===== config.mk =====
export PLATFORM = sky130hd
export DESIGN_NAME = epg_square
export DESIGN_NICKNAME = d
export VERILOG_FILES = /design/src/design/epg_pkg.sv /design/src/design/epg_square.sv
export SDC_FILE = /design/constraint.sdc
export NUM_CORES = 2
export LEC_CHECK = 0
export ABC_AREA = 0
export BUFFER_PORTS_ARGS = -buffer_cell sky130_fd_sc_hd__clkbuf_2
export CELL_PAD_IN_SITES_DETAIL_PLACEMENT = 0
export CELL_PAD_IN_SITES_GLOBAL_PLACEMENT = 1
export CORE_ASPECT_RATIO = 0.8
export CORE_UTILIZATION = 45
export DETAILED_ROUTE_END_ITERATION = 10
export GPL_ROUTABILITY_DRIVEN = 0
export PLACE_DENSITY = 0.71
export REMOVE_ABC_BUFFERS = 1
export SLEW_MARGIN = 0
export SYNTH_ARGS = -nofsm -noshare
export SYNTH_HDL_FRONTEND = slang
export SYNTH_SLANG_ARGS = --single-unit

===== constraint.sdc =====
create_clock -name aclk -period 11.3 [get_ports aclk]
set_input_delay 1.13 -clock aclk [delete_from_list [all_inputs] [get_ports aclk]]
set_output_delay 1.13 -clock aclk [all_outputs]
set_load 0.01 [all_outputs]

===== src/design/epg_pkg.sv =====
package epg_pkg;

    // Field widths
    localparam int COORD_WIDTH = 16;
    localparam int INDEX_WIDTH = 16;
    localparam int ENTRY_W     = 32;
    localparam int DIST_W      = 24;
    localparam int CFG_ADDR_W  = 3;
    localparam int CFG_DATA_W  = 32;

    // Fixed point: entries Q.24 times coordinates Q.4 give Q.28
    localparam int COORD_FRAC  = 4;
    localparam int ROUND_SHIFT = 12;   // Q.28 -> Q.16
    localparam int COMP_SHIFT  = 36;   // |component| limit, 256.0 in Q.28

    localparam int PROD_W = ENTRY_W + COORD_WIDTH;
    localparam int SUM_W  = PROD_W + 2;
    localparam int MAG_W  = COMP_SHIFT - ROUND_SHIFT + 1;   // |q| <= 2^24
    localparam int Q_W    = MAG_W + 1;
    localparam int SQ_W   = 2 * MAG_W;
    localparam int ROOT_W = MAG_W;
    localparam int REM_W  = ROOT_W + 2;

    localparam logic [DIST_W-1:0]  DIST_MAX     = '1;
    localparam logic [ENTRY_W-1:0] ENTRY_ONE    = ENTRY_W'(32'h0100_0000);
    localparam logic [DIST_W-1:0]  RADIUS_RESET = DIST_W'(24'h01_0000);

    typedef enum logic [CFG_ADDR_W-1:0] {
        REG_ROW0_X      = 3'd0,
        REG_ROW0_Y      = 3'd1,
        REG_ROW0_OFFSET = 3'd2,
        REG_ROW1_X      = 3'd3,
        REG_ROW1_Y      = 3'd4,
        REG_ROW1_OFFSET = 3'd5,
        REG_GATE_RADIUS = 3'd6
    } cfg_reg_t;

    typedef struct packed {
        logic signed [COORD_WIDTH-1:0] point_x;
        logic signed [COORD_WIDTH-1:0] point_y;
        logic        [INDEX_WIDTH-1:0] point_index;
    } epg_in_t;

    typedef struct packed {
        logic [INDEX_WIDTH-1:0] result_index;
        logic                   inside_res;
        logic [DIST_W-1:0]      distance;
    } epg_out_t;

    typedef struct packed {
        logic signed [ENTRY_W-1:0] row0_x;
        logic signed [ENTRY_W-1:0] row0_y;
        logic signed [ENTRY_W-1:0] row0_offset;
        logic signed [ENTRY_W-1:0] row1_x;
        logic signed [ENTRY_W-1:0] row1_y;
        logic signed [ENTRY_W-1:0] row1_offset;
    } epg_shape_t;

    typedef struct packed {
        logic [INDEX_WIDTH-1:0] index;
        logic                   sat;
        logic signed [Q_W-1:0]  u_q;
        logic signed [Q_W-1:0]  v_q;
    } epg_q_t;

    typedef struct packed {
        logic [INDEX_WIDTH-1:0] index;
        logic                   sat;
        logic [SQ_W-1:0]        sum_sq;
    } epg_sq_t;

    typedef struct packed {
        logic [INDEX_WIDTH-1:0] index;
        logic                   sat;
        logic [ROOT_W-1:0]      root;
    } epg_root_t;

endpackage


===== src/design/epg_square.sv =====
module epg_square (
    input  logic             aclk,
    input  logic             aresetn,
    input  logic             in_valid,
    output logic             in_ready,
    input  epg_pkg::epg_q_t  in_data,
    output logic             out_valid,
    input  logic             out_ready,
    output epg_pkg::epg_sq_t out_data
);
    import epg_pkg::*;

    logic                   d_ready, e_ready;
    logic                   d_valid_reg, e_valid_reg;
    logic [INDEX_WIDTH-1:0] d_idx_reg;
    logic                   d_sat_reg;
    logic [MAG_W-1:0]       u_mag, v_mag;
    logic [SQ_W-1:0]        d_usq_reg, d_vsq_reg, d_usq_next, d_vsq_next;
    epg_sq_t                e_data_reg, e_data_next;

    assign e_ready  = !e_valid_reg || out_ready;
    assign d_ready  = !d_valid_reg || e_ready;
    assign in_ready = d_ready;

    // stage D: magnitudes squared
    assign u_mag      = in_data.u_q[Q_W-1] ? MAG_W'(-in_data.u_q) : MAG_W'(in_data.u_q);
    assign v_mag      = in_data.v_q[Q_W-1] ? MAG_W'(-in_data.v_q) : MAG_W'(in_data.v_q);
    assign d_usq_next = SQ_W'(u_mag) * SQ_W'(u_mag);
    assign d_vsq_next = SQ_W'(v_mag) * SQ_W'(v_mag);

    // stage E: sum of squares, at most 2^49
    always_comb begin
        e_data_next.index  = d_idx_reg;
        e_data_next.sat    = d_sat_reg;
        e_data_next.sum_sq = d_usq_reg + d_vsq_reg;
    end

    always_ff @(posedge aclk) begin
        if (!aresetn) begin
            d_valid_reg <= 1'b0;
            e_valid_reg <= 1'b0;
        end else begin
            if (d_ready) begin
                d_valid_reg <= in_valid;
            end
            if (e_ready) begin
                e_valid_reg <= d_valid_reg;
            end
        end
    end

    always_ff @(posedge aclk) begin
        if (d_ready && in_valid) begin
            d_idx_reg <= in_data.index;
            d_sat_reg <= in_data.sat;
            d_usq_reg <= d_usq_next;
            d_vsq_reg <= d_vsq_next;
        end
        if (e_ready && d_valid_reg) begin
            e_data_reg <= e_data_next;
        end
    end

    assign out_valid = e_valid_reg;
    assign out_data  = e_data_reg;

endmodule


# Yosys cells after proc, flatten, opt, wreduce, memory -nomap -nowiden
# Cells that the tools add are included.
dict set report op_classes {
  multipliers 2
  n_reduce_logical 6
  mux 2
  addsub 3
}
# cell n
set ops {}
lappend ops {{$mul 25x25->50} 2}
lappend ops {{$add 50x50->50} 1}
lappend ops {{$mux 25} 2}
lappend ops {{$neg 25->25} 2}
lappend ops {{$logic_and 1x1->1} 2}
lappend ops {{$logic_not 1->1} 2}
lappend ops {{$logic_or 1x1->1} 2}
dict set report word_totals {
  ff_bits 186
  input_bits 73
  wordCells 22
}

# Longest topological paths before layout
dict set report depth {
  word_depth 4
  mapped_depth 37
  depth_no_buf 33
}

# Worst setup path before layout
# No wires, ideal clock.
dict set report synth_path {
  path_kind {input port to flip-flop}
  start {input in_data[26] (netlist name)}
  end {register d_usq_reg[43], data pin}
  setup_time_ns 0.263
  slack_ns 1.721
  t_required_ns 11.037
  path_stages 30
  arrival_ns 9.316
  path_cell_list {clkbuf_1 > inv_1 > clkbuf_1 > ha_1 > nand2_1 > or3_1 > or3_4 > o41a_1 > xor2_1 > clkbuf_1 > nand2_1 > fa_1 > fa_1 > inv_1 > fa_1 > fa_1 > fa_1 > fa_1 > inv_1 > fa_1 > inv_1 > ha_1 > clkbuf_1 > nand3_1 > or2_2 > a211oi_1 > nor4_1 > o31ai_1 > a41oi_1 > xnor2_1}
}
dict set report synth_via {
  elab_chain_len 3
}
# item line
set synth_rtl {}
lappend synth_rtl {{start: declaration} epg_square.sv:6} ;# input epg_pkg::epg_q_t in_data,
lappend synth_rtl {{$neg 25->25} epg_square.sv:26} ;# assign u_mag = in_data.u_q[Q_W-1] ? MAG_W'(-in_data.u_q) : MAG_W'(in_data.u_q);
lappend synth_rtl {{$mux 25 (*)} epg_square.sv:26}
lappend synth_rtl {{$mul 25x25->50 (*)} epg_square.sv:28} ;# assign d_usq_next = SQ_W'(u_mag) * SQ_W'(u_mag);
lappend synth_rtl {{via d_usq_next[43]} epg_square.sv:18} ;# logic [SQ_W-1:0] d_usq_reg, d_vsq_reg, d_usq_next, d_vsq_next;
lappend synth_rtl {{end signal: assignment} epg_square.sv:56} ;# d_usq_reg <= d_usq_next;
lappend synth_rtl {{end: declaration} epg_square.sv:18}
# Mark *: on every way through the listed nets, which the timed path passes. The rest lies on a longest branch.
# A chain may end at the register's enable or synchronous reset.

# Worst setup path after layout
dict set report layout_path {
  start {input in_data[2] (netlist name)}
  end {register d_vsq_reg[48], data pin}
}
dict set report layout_via {
  elab_chain_len 3
}
# item line
set layout_rtl {}
lappend layout_rtl {{$neg 25->25} epg_square.sv:27} ;# assign v_mag = in_data.v_q[Q_W-1] ? MAG_W'(-in_data.v_q) : MAG_W'(in_data.v_q);
lappend layout_rtl {{$mux 25 (*)} epg_square.sv:27}
lappend layout_rtl {{$mul 25x25->50 (*)} epg_square.sv:29} ;# assign d_vsq_next = SQ_W'(v_mag) * SQ_W'(v_mag);
lappend layout_rtl {{via d_vsq_next[48]} epg_square.sv:18}
lappend layout_rtl {{end signal: assignment} epg_square.sv:57} ;# d_vsq_reg <= d_vsq_next;
lappend layout_rtl {{end: declaration} epg_square.sv:18}
# Marked as above.

==> flow_metrics.tcl <==
set metrics [dict create \
    cts_resized 0 \
    firstDrtPassIters 5 \
    setup_tns_ns 0 \
    synth_cells 4670 \
    grt_pass1_wl_um 186000 \
    largest_reg_flops 67 \
    vias_per_cell 5.11 \
    ys_seq_elements 184 \
    synth_largest_area_cell "fa_1" \
    fp.dieH_um 282 \
    areaGrowthSynthToFinish_pct 7.20 \
    totalWireLength_um 116000 \
    end_kind "register" \
    yosysTopAreaCellShare_pct 42.5 \
    cts_tree "done" \
    setup_viol 0 \
    synth.area.top_cells "fa_1 (42%), edfxtp_1 (12%), ha_1 (12%), inv_1 (11%), nand2_1 (3.5%)" \
    relSlewSlack_pct 21.8 \
    fin_crit_ns 10.27 \
    grt_pass1_vias 33000 \
    hold_violations 0 \
    post_drt_wl_per_cell_um 19.0 \
    clock-sinks 184 \
    num_vias 31100 \
    ctsLongestPathBuffers 3 \
    fin_area_mm2 0.0472 \
    numCtsBuffers 25 \
    grt_use_total_pct 24.6 \
    final_layout_size_suffix_gt1_share_pct 6.30 \
    rsz0062_at_grt "false" \
    io_buffer_count 141 \
    worst-setup-path-type "in -> reg" \
    fp.coreArea_mm2 0.0969 \
    dpl_cell_area_mm2 0.0465 \
    synthArstFlopShare_pct 0 \
    fp.dieArea_mm2 0.0991 \
    cp_max_fo 14 \
    path_clk_slew_ns 0.07 \
    antenna_cells 0 \
    synth.distinct_cells 76 \
    fin_nets 6199 \
    drt_iter0_drc 2010 \
    hold_buffers 0 \
    placedCellCount 6057 \
    grt_max_degree 69 \
    finClkSkew_ns 0.0294 \
    ys.flop_type "edfxtp_1" \
    fp.dieW_um 352 \
    fin_cells 6090 \
    final_common_cell "inv_1" \
    start_util_pct 45.4 \
    synth_seq_area_share_pct 12.5 \
    avgSynthCellArea_um2 9.43 \
    crit_required_ns 11.53 \
    crit_slowest_cell "nor3_1" \
    yosysWarnings 0 \
    start_kind "input port" \
    cts_root_buf "clkbuf_16" \
    syn-cell-area_mm2 0.0440 \
    cp_common_cell "fa_1" \
    ant_nets 0 \
    antenna_found_initial 1 \
    status "finished, final reports clean" \
    post_cts_buffers 0 \
    cap_viol_max_count 0 \
    slew_viol_final 0 \
    crit_path_max_incr_delay_ns 0.67 \
    post-route-period-util_pct 90.8 \
    rows 102 \
    synth_edf_count 182 \
    clock_latency_ns 0.50 \
    grt_overflow 0 \
    tightest_slew_ns 1.17 \
    min_path_type "reg -> reg" \
    layout_common_cells "inv_1 (1326), fa_1 (934), nand2_1 (412), ha_1 (408), nor2_1 (375)" \
    dp_hpwl_um 99000 \
    arrival_ns 10.50 \
    post-route-drc-count 0 \
    io_pins 142 \
    h-tree-depth 4 \
    fmax_mhz 97.4 \
]
## worst paths after layout
path / startpoint / endpoint / slack, ns / cells past startpoint
hold / removal: d_idx_reg[0] / out_data[51] / 0.42 / 0
setup reg to reg: d_vsq_reg[3] / out_data[40] / 7.18 / 10
setup / recovery: in_data[2] / d_vsq_reg[48] / 1.03 / 31
hold reg to reg: d_idx_reg[0] / out_data[51] / 0.42 / 0
## per-stage QoR
stage,util [%],setup slack [ns],hold WS (ns)
final,48.7,1.03,0.422
after global placement,48.0,0.762,0.401
after detailed placement,48.0,0.667,0.405
after global routing,48.7,0.619,0.424
after floorplan,-,1.66,0.400
after CTS,48.7,1.16,0.421
## cell usage after synthesis (4+ instances only)
cell       number
buf_2          16
a21boi_0        4
xnor2_1       115
or4_1           7
a31oi_1        17
o21ai_0        93
nor2b_1        22
or3_1           9
clkbuf_1      105
a41oi_1         4
nand2_1       412
buf_1          11
a2111oi_0       4
edfxtp_1      182
o21bai_1       22
o211ai_1        6
nand2_2         6
a21oi_1       159
o31a_1          9
a21o_1         77
nand2b_1       12
nand3_1        35
xor2_1         79
clkinv_1        4
and4_1          4
and3_1         17
nand4_1        29
o21a_1         24
o41ai_1         7
ha_1          408
nor2_1        375
xnor2_2         6
fa_1          934
inv_1        1326
inv_2          10
and2_1          5
o31ai_1         9
a211oi_1       16
or2_2           6
nor3_1         21
## routing by layer
layer | global-route usage [%] | share of wire [%] | up-vias
met4 | 2.98 | 1.1 | 0
met3 | 4.66 | 7.9 | 89
met5 | 0 | 0 | -
li1 | - | - | 14300
met2 | 37.6 | 44 | 932
met1 | 37.3 | 47 | 15800
## layout make-up
class	instances	area, um2
clock buffers	25	626
clock inverters	8	92.6
fillers	9320	49700
inverters	1340	5030
multi-input cells	3012	33000
flip-flops and latches	184	5510
well taps	1300	1630
repair buffers	221	1310
## cell families (layout without fill, tap and decap cells)
| family | after synthesis | in the layout | share of synthesized area (%) |
|---|---|---|---|
| buffers and inverters | 1474 | 1594 | 12.6 |
| adder cells (fa/ha/maj) | 1342 | 1342 | 54.1 |
| AND/OR/NAND/NOR | 969 | 969 | 9.27 |
| AO/OA/AOI/OAI | 495 | 495 | 7.20 |
| XOR/XNOR | 203 | 203 | 4.24 |
| flip-flops | 184 | 184 | 12.5 |
| multiplexers | 3 | 3 | 0.0682 |
## worst max-delay path, delay by kind of cell
| family | cells | cell delay, ns |
|---|---|---|
| adder cells (fa/ha/maj) | 8 | 3.86 |
| XOR/XNOR | 2 | 0.35 |
| AND/OR/NAND/NOR | 6 | 2.44 |
| buffers and inverters | 7 | 0.67 |
| AO/OA/AOI/OAI | 8 | 2.02 |
Power is not shown: default switching activity piles up to over one toggle a cycle in this logic, so the estimate is an artifact.
