[config.mk]
export PLATFORM = sky130hd
export DESIGN_NAME = epg_isqrt
export DESIGN_NICKNAME = d
export VERILOG_FILES = /design/src/design/epg_pkg.sv /design/src/design/epg_isqrt.sv
export SDC_FILE = /design/constraint.sdc
export NUM_CORES = 1
export LEC_CHECK = 0
export BUFFER_PORTS_ARGS = -buffer_cell sky130_fd_sc_hd__buf_4
export CAP_MARGIN = 20
export CORE_MARGIN = 2
export CORE_UTILIZATION = 67
export DETAILED_ROUTE_END_ITERATION = 6
export PLACE_DENSITY = 0.85
export RECOVER_POWER = 50
export SLEW_MARGIN = 20
export SYNTH_ARGS = -nofsm -noshare
export SYNTH_HDL_FRONTEND = slang
export SYNTH_SLANG_ARGS = --single-unit
[constraint.sdc]
create_clock -name aclk -period 22.3 [get_ports aclk]
set_input_delay 4.46 -clock aclk [delete_from_list [all_inputs] [get_ports aclk]]
set_output_delay 4.46 -clock aclk [all_outputs]
set_load 0.01 [all_outputs]
[src/design/epg_pkg.sv]
package epg_pkg;

    // Field widths
    localparam int COORD_WIDTH = 16;
    localparam int INDEX_WIDTH = 16;
    localparam int ENTRY_W     = 32;
    localparam int DIST_W      = 24;
    localparam int CFG_ADDR_W  = 3;
    localparam int CFG_DATA_W  = 32;

    // Fixed point: entries Q.24 times coordinates Q.4 give Q.28
    localparam int COORD_FRAC  = 4;
    localparam int ROUND_SHIFT = 12;   // Q.28 -> Q.16
    localparam int COMP_SHIFT  = 36;   // |component| limit, 256.0 in Q.28

    localparam int PROD_W = ENTRY_W + COORD_WIDTH;
    localparam int SUM_W  = PROD_W + 2;
    localparam int MAG_W  = COMP_SHIFT - ROUND_SHIFT + 1;   // |q| <= 2^24
    localparam int Q_W    = MAG_W + 1;
    localparam int SQ_W   = 2 * MAG_W;
    localparam int ROOT_W = MAG_W;
    localparam int REM_W  = ROOT_W + 2;

    localparam logic [DIST_W-1:0]  DIST_MAX     = '1;
    localparam logic [ENTRY_W-1:0] ENTRY_ONE    = ENTRY_W'(32'h0100_0000);
    localparam logic [DIST_W-1:0]  RADIUS_RESET = DIST_W'(24'h01_0000);

    typedef enum logic [CFG_ADDR_W-1:0] {
        REG_ROW0_X      = 3'd0,
        REG_ROW0_Y      = 3'd1,
        REG_ROW0_OFFSET = 3'd2,
        REG_ROW1_X      = 3'd3,
        REG_ROW1_Y      = 3'd4,
        REG_ROW1_OFFSET = 3'd5,
        REG_GATE_RADIUS = 3'd6
    } cfg_reg_t;

    typedef struct packed {
        logic signed [COORD_WIDTH-1:0] point_x;
        logic signed [COORD_WIDTH-1:0] point_y;
        logic        [INDEX_WIDTH-1:0] point_index;
    } epg_in_t;

    typedef struct packed {
        logic [INDEX_WIDTH-1:0] result_index;
        logic                   inside_res;
        logic [DIST_W-1:0]      distance;
    } epg_out_t;

    typedef struct packed {
        logic signed [ENTRY_W-1:0] row0_x;
        logic signed [ENTRY_W-1:0] row0_y;
        logic signed [ENTRY_W-1:0] row0_offset;
        logic signed [ENTRY_W-1:0] row1_x;
        logic signed [ENTRY_W-1:0] row1_y;
        logic signed [ENTRY_W-1:0] row1_offset;
    } epg_shape_t;

    typedef struct packed {
        logic [INDEX_WIDTH-1:0] index;
        logic                   sat;
        logic signed [Q_W-1:0]  u_q;
        logic signed [Q_W-1:0]  v_q;
    } epg_q_t;

    typedef struct packed {
        logic [INDEX_WIDTH-1:0] index;
        logic                   sat;
        logic [SQ_W-1:0]        sum_sq;
    } epg_sq_t;

    typedef struct packed {
        logic [INDEX_WIDTH-1:0] index;
        logic                   sat;
        logic [ROOT_W-1:0]      root;
    } epg_root_t;

endpackage

[src/design/epg_isqrt.sv]
module epg_isqrt (
    input  logic               aclk,
    input  logic               aresetn,
    input  logic               in_valid,
    output logic               in_ready,
    input  epg_pkg::epg_sq_t   in_data,
    output logic               out_valid,
    input  logic               out_ready,
    output epg_pkg::epg_root_t out_data
);
    import epg_pkg::*;

    localparam int STEPS       = 5;
    localparam int SQRT_STAGES = (ROOT_W + STEPS - 1) / STEPS;

    typedef struct packed {
        logic [SQ_W-1:0]   rad;
        logic [REM_W-1:0]  rem;
        logic [ROOT_W-1:0] root;
    } sqrt_acc_t;

    // one restoring step: two radicand bits in, one root bit out
    function automatic sqrt_acc_t sqrt_step(input sqrt_acc_t a);
        logic [REM_W+1:0] cur;
        logic [REM_W+1:0] trial;
        sqrt_acc_t        r;
        cur   = {a.rem, a.rad[SQ_W-1 -: 2]};
        trial = (REM_W + 2)'({a.root, 2'b01});
        r.rad = a.rad << 2;
        if (cur >= trial) begin
            r.rem  = REM_W'(cur - trial);
            r.root = {a.root[ROOT_W-2:0], 1'b1};
        end else begin
            r.rem  = REM_W'(cur);
            r.root = {a.root[ROOT_W-2:0], 1'b0};
        end
        return r;
    endfunction

    logic [SQRT_STAGES-1:0] st_valid_reg;
    logic [SQRT_STAGES-1:0] st_sat_reg;
    logic [SQRT_STAGES:0]   st_ready;
    logic [INDEX_WIDTH-1:0] st_idx_reg [SQRT_STAGES];
    sqrt_acc_t              st_acc_reg [SQRT_STAGES];

    assign st_ready[SQRT_STAGES] = out_ready;
    assign in_ready              = st_ready[0];

    for (genvar s = 0; s < SQRT_STAGES; s++) begin : g_stage
        logic                   src_valid;
        logic                   src_sat;
        logic [INDEX_WIDTH-1:0] src_idx;
        sqrt_acc_t              src_acc;
        sqrt_acc_t              acc_next;

        if (s == 0) begin : g_head
            assign src_valid    = in_valid;
            assign src_sat      = in_data.sat;
            assign src_idx      = in_data.index;
            assign src_acc.rad  = in_data.sum_sq;
            assign src_acc.rem  = '0;
            assign src_acc.root = '0;
        end else begin : g_body
            assign src_valid = st_valid_reg[s-1];
            assign src_sat   = st_sat_reg[s-1];
            assign src_idx   = st_idx_reg[s-1];
            assign src_acc   = st_acc_reg[s-1];
        end

        assign st_ready[s] = !st_valid_reg[s] || st_ready[s+1];

        always_comb begin
            acc_next = src_acc;
            for (int k = 0; k < STEPS; k++) begin
                if (s * STEPS + k < ROOT_W) begin
                    acc_next = sqrt_step(acc_next);
                end
            end
        end

        always_ff @(posedge aclk) begin
            if (!aresetn) begin
                st_valid_reg[s] <= 1'b0;
            end else if (st_ready[s]) begin
                st_valid_reg[s] <= src_valid;
            end
        end

        always_ff @(posedge aclk) begin
            if (st_ready[s] && src_valid) begin
                st_sat_reg[s] <= src_sat;
                st_idx_reg[s] <= src_idx;
                st_acc_reg[s] <= acc_next;
            end
        end
    end

    assign out_valid      = st_valid_reg[SQRT_STAGES-1];
    assign out_data.index = st_idx_reg[SQRT_STAGES-1];
    assign out_data.sat   = st_sat_reg[SQRT_STAGES-1];
    assign out_data.root  = st_acc_reg[SQRT_STAGES-1].root;

endmodule
== Yosys cells after proc, flatten, opt, wreduce, memory -nomap -nowiden ==
Memories as Yosys holds them, arrays and structs flattened.
Cells that the tools add are included.

* Bitwise logic cells: 0
* Add/subtract/negate cells: 25
* Div/mod/pow operators: 0
* Mux-type cells: 35
* Equality and inequality tests: 0
* Reductions and logical operators: 15
* Shift operators: 0
* Multiply operators: 0
* Order comparisons: 25

{| class="wikitable"
|+ Operator list
! operator !! number
|-
| 52-bit 2-to-1 mux || 25
|-
| 29-bit by 27-bit >= comparator with 1-bit output || 24
|-
| 27-bit subtractor || 24
|-
| 1-bit 2-to-1 mux || 10
|-
| 1-bit logical AND || 5
|-
| 1-bit zero test || 5
|-
| 1-bit logical OR || 5
|-
| 2-bit by 1-bit subtractor with 3-bit output (second input constant) || 1
|-
| 2-bit by 1-bit >= comparator with 1-bit output (second input constant) || 1
|}

* Output and inout bits: 44
* Bits in latches: 0
* Bits of input ports: 71
* Memory bits (writable): 540
* Memories: 2
* Register bits: 10
* ROM bits: 0
* Logic and storage cells: 112

{| class="wikitable"
|+ Memories
! name !! words !! width !! read ports !! clocked after Yosys merged registers in !! write ports !! line !! text
|-
| st_acc_reg || 5 || 92 || 5 || 0 || 5 || epg_isqrt.sv:44 || <nowiki>sqrt_acc_t st_acc_reg [SQRT_STAGES];</nowiki>
|-
| st_idx_reg || 5 || 16 || 5 || 0 || 5 || epg_isqrt.sv:43 || <nowiki>logic [INDEX_WIDTH-1:0] st_idx_reg [SQRT_STAGES];</nowiki>
|}

== Depth between registers and ports, before layout ==
An unclocked memory read counts as a cell.

* Word-level depth: 11
* Depth in mapped cells: 84
* Gate-level depth less buffers: 75

== Least setup slack after synthesis ==
OpenSTA, ideal clock, no wires.

* Path kind: register -> register
* From: memory st_acc_reg[3][9] in the netlist's numbering
* To: memory st_acc_reg[4][0] in the netlist's numbering, data pin
* Stages on the path, launching flop included: 79
* Setup time: 0.272 ns
* Period minus slack after synthesis: 14.499 ns
* Slack: 7.801 ns
* Data arrival time: 14.228 ns
* Required time: 22.028 ns
* Buffers on the path: 12
* Cell sequence: edfxtp_1 > inv_1 > ha_1 > and4_1 > a221o_1 > a21oi_1 > a21oi_1 > or3_1 > clkbuf_1 > buf_1 > nor2_1 > a21oi_1 > ha_1 > a21o_1 > a21o_1 > a21o_1 > a221o_1 > a21oi_1 > (+43 left out) > nand2_1 > nand2b_1 > clkbuf_1 > buf_1 > buf_1 > a21oi_1 > ha_1 > nor2b_1 > o21ai_0 > nand2b_1 > a21oi_1 > nor2b_1 > o21ai_0 > nand2b_1 > a21oi_1 > nand4b_1 > o2111a_1 > or4_1

{| class="wikitable"
|+ RTL lines
! item !! line
|-
| start, declared || epg_isqrt.sv:44
|}

==> summary.json <==
{
  "floorplan": {
    "fp.dieArea_sq_um": 60570,
    "floorplan.io_pins": 115,
    "core_area_sq_um": 57810,
    "die_w_um": 246.1,
    "die-height_um": 246.1,
    "initial_utilization_pct": 67.94,
    "rows": 88
  },
  "critical_path": {
    "worstPathMaxFanout": 31,
    "timing.critical_path.mode_cell": "a21oi_1",
    "worst_path_largest_cell_delay_ps": 1020,
    "worst-setup-path-type": "reg -> reg",
    "worstReg2RegEnd": "st_acc_reg[4][0]",
    "startpoint_of_the_worst_slack_reg_to_reg_timing_path": "st_acc_reg[3][14]",
    "crit_path_start_kind": "register",
    "endpoint_kind": "register",
    "critPathArrivalTime_ps": 19190,
    "critical_path.slowest_cell": "clkbuf_1",
    "required_ps": 22650,
    "worst-r2r-cell-count": 70,
    "r2r_setup_slack_ps": 3460
  },
  "clock_tree": {
    "cts_tree": "built",
    "insertion_delay_ps": 610,
    "clkTransAtPathRegs_ps": 80,
    "root_buffer": "clkbuf_16",
    "numClockSinks": 373,
    "cts.path.max_buffers": 3,
    "cts_inserted_buffers": 41,
    "cts_hold_repair.buffers": 0,
    "post_cts.repair.setup_buffers": 0,
    "clock_tree.htree_level_count": 2,
    "cts-resized-gates": 0
  },
  "cells_and_area": {
    "final_util_pct": 72.27,
    "layout.filler_cells": 4652,
    "area_delta_synth_final_pct": 6.375,
    "layout.nets": 5121,
    "area.sequential_sq_um": 11150,
    "multi_input_comb_area_sq_um": 26720,
    "largest_register_ff_count": 283,
    "final_layout_size_suffix_gt1_share_pct": 7.099
  },
  "drt": {
    "firstDrtPassIters": 7,
    "vias": 37220,
    "detail_route.vias_per_cell": 6.768,
    "drt_wl_total_um": 123600,
    "wire_per_inst_um": 22.47,
    "post_route_drc_violation_count": 0,
    "first_iter_violations": 3620,
    "ant_nets": 0
  },
  "synth": {
    "synth_sequential_area_ratio_pct": 28.39,
    "yosys.area.top_type": "edfxtp_1",
    "ys_async_sr_fraction_pct": 0,
    "synth.lib_cells_used.distinct": 133,
    "netlist_area_sq_um": 39280,
    "number_of_warning_messages_in_the_yosys_log": 0,
    "synth_area_per_cell_sq_um": 8.419,
    "syn_inst": 4665,
    "number_of_enable_flip_flop_cells_after_synthesis": 368,
    "synthDominantCellAreaShare_pct": 28.14,
    "ys_top_cells_by_count": "a21oi_1, nor2_1, nand2_1",
    "postSynth.topFlopCell": "edfxtp_1",
    "yosys-top-cells-area": "edfxtp_1, ha_1, xnor2_1, a21oi_1, nor2_1",
    "synth-seq-cells": 373,
    "post-synth-top-count-cell": "a21oi_1"
  },
  "timing": {
    "post-route-worst-setup-slack_ps": 3461,
    "report.final.hold_viol_count": 0,
    "final.period_utilization_pct": 84.48,
    "count_of_final_max_slew_check_failures": 156,
    "setup-tns-final_ps": 0,
    "period_needed_ps": 18840,
    "worstMarginPinSlew_ps": 3611,
    "fmaxAchievable_mhz": 53.08,
    "setup_violations": 0,
    "finalClockSkew_ps": 39.86,
    "timing.max_slew.rel_slack_pct": -140.7,
    "grt_setup_unrepaired": "no"
  },
  "run_status": {
    "failing_checks": "max-capacitance violations, max-slew violations",
    "run_status": "complete, but fails checks"
  },
  "min_path": {
    "hold-path-endpoint": "st_acc_reg[1][82]",
    "worstHoldPathType": "reg -> reg",
    "worst_hold_depth": 0,
    "hold_path_startpoint": "st_acc_reg[0][72]"
  },
  "global_routing": {
    "grt_most_used_layer": "met2",
    "global_route.usage.met3_pct": 5.915,
    "overflow": 0,
    "grt_start_max_net_pins": 68,
    "grt_pass1_wl_um": 190900,
    "number_of_antenna_violations_at_the_first_check_in_global_routing": 4,
    "met2_usage_pct": 66.06,
    "total_routing_usage_reported_by_global_routing_pct": 39.77,
    "gr-usage-met1_pct": 49.62,
    "first_global_vias": 34920
  },
  "power_and_ir_drop": {
    "power.sequential.fraction_pct": 29.5,
    "combinational_power_share_pct": 47.7,
    "power_mw": 3.042,
    "p_sw_share_pct": 42.41,
    "power_per_cell_area_nw_per_um2": 72.81,
    "clockPowerShare_pct": 22.8,
    "p_switching_mw": 1.290,
    "internal_power_mw": 1.752,
    "max-vdd-ir-drop_uv": 121.9,
    "power.leakage_nw": 17.12
  },
  "place": {
    "gpl.final_weighted_congestion": 1.036,
    "numPortBuffers": 114,
    "pre_cts_ws_ps": 4350,
    "detailed_place_hpwl_um": 95490
  },
  "flow_run": {
    "maxCapViolations": 5
  }
}
## power groups by stage
stage | Sequential (mW) | Combinational (mW) | Clock (mW)
2_1_floorplan | 0.887 | 1.09 | 0
3_3_place_gp | 0.908 | 1.38 | 0
3_5_place_dp | 0.908 | 1.39 | 0
4_1_cts | 0.895 | 1.41 | 0.697
5_1_grt | 0.901 | 1.57 | 0.722
6_report | 0.898 | 1.45 | 0.693
## layer usage
layer | up-vias | share of wire [%] | routed length [um]
met5 | - | 0 | 0
met3 | 422 | 8.1 | 10010
li1 | 17540 | - | -
met2 | 1821 | 46 | 57390
met4 | 0 | 6.1 | 7526
met1 | 17440 | 39 | 48630
## per-stage QoR
step / area [sq um] / hold WS [ps] / instances
detailed placement: 40690 / 404.5 / 5424
floorplan: 39290 / 400.3 / 4668
finish: 41780 / 404.7 / 5500
global placement: 40690 / 400.9 / 5424
global route: 41780 / 421.0 / 5500
CTS: 42020 / 406.5 / 5498
## how the worst max path moves through the flow
stage                      start                 to  slack, ps  cells after the start
2_1_floorplan   st_acc_reg[3][9]   st_acc_reg[4][0]       7800                     78
3_3_place_gp   st_acc_reg[3][14]   st_acc_reg[4][0]       4740                     66
3_5_place_dp    st_acc_reg[2][5]  st_acc_reg[3][48]       4350                     64
4_1_cts         st_acc_reg[2][5]  st_acc_reg[3][48]       4310                     64
5_1_grt         st_acc_reg[2][5]  st_acc_reg[3][48]       2500                     64
6_report       st_acc_reg[3][14]   st_acc_reg[4][0]       3460                     70
## worst max-delay path, delay by kind of cell (launching register included)
kind	cells	cell delay (ps)
buf+inv	7	3030
mux	1	390
compound gates	34	8560
simple gates	23	4250
fa+ha+maj	5	1860
flops	1	410
## kinds of logic after synthesis
kind of cell / Yosys count / synth area share [%]
simple gates: 1688 / 21.99
compound gates: 1433 / 24.05
xor+xnor: 410 / 9.181
flops: 373 / 28.39
buf+inv: 351 / 3.600
fa+ha+maj: 348 / 11.09
mux: 61 / 1.688
other cells: 1 / 0.009548
## layout make-up
type	count	area share [%]
Antenna cell	2	0.01198
Clock buffer	44	2.483
Clock inverter	30	0.7038
Inverter	207	1.878
Multi-Input combinational cell	3944	63.97
Sequential cell	373	26.69
Tap cell	765	2.291
Timing Repair Buffer	135	1.977
## layout by cell type (no fill, tap or decap), types with 79 or more instances in the layout
cell,n
xnor2_1,259
nor2_1,408
ha_1,348
nand2b_1,79
xor2_1,149
nand3_1,128
nand2_1,406
inv_1,194
nor3_1,151
o21ai_0,249
edfxtp_1,368
a21oi_1,437
a21o_1,186
Note: power is estimated with default switching activity, not from simulation.
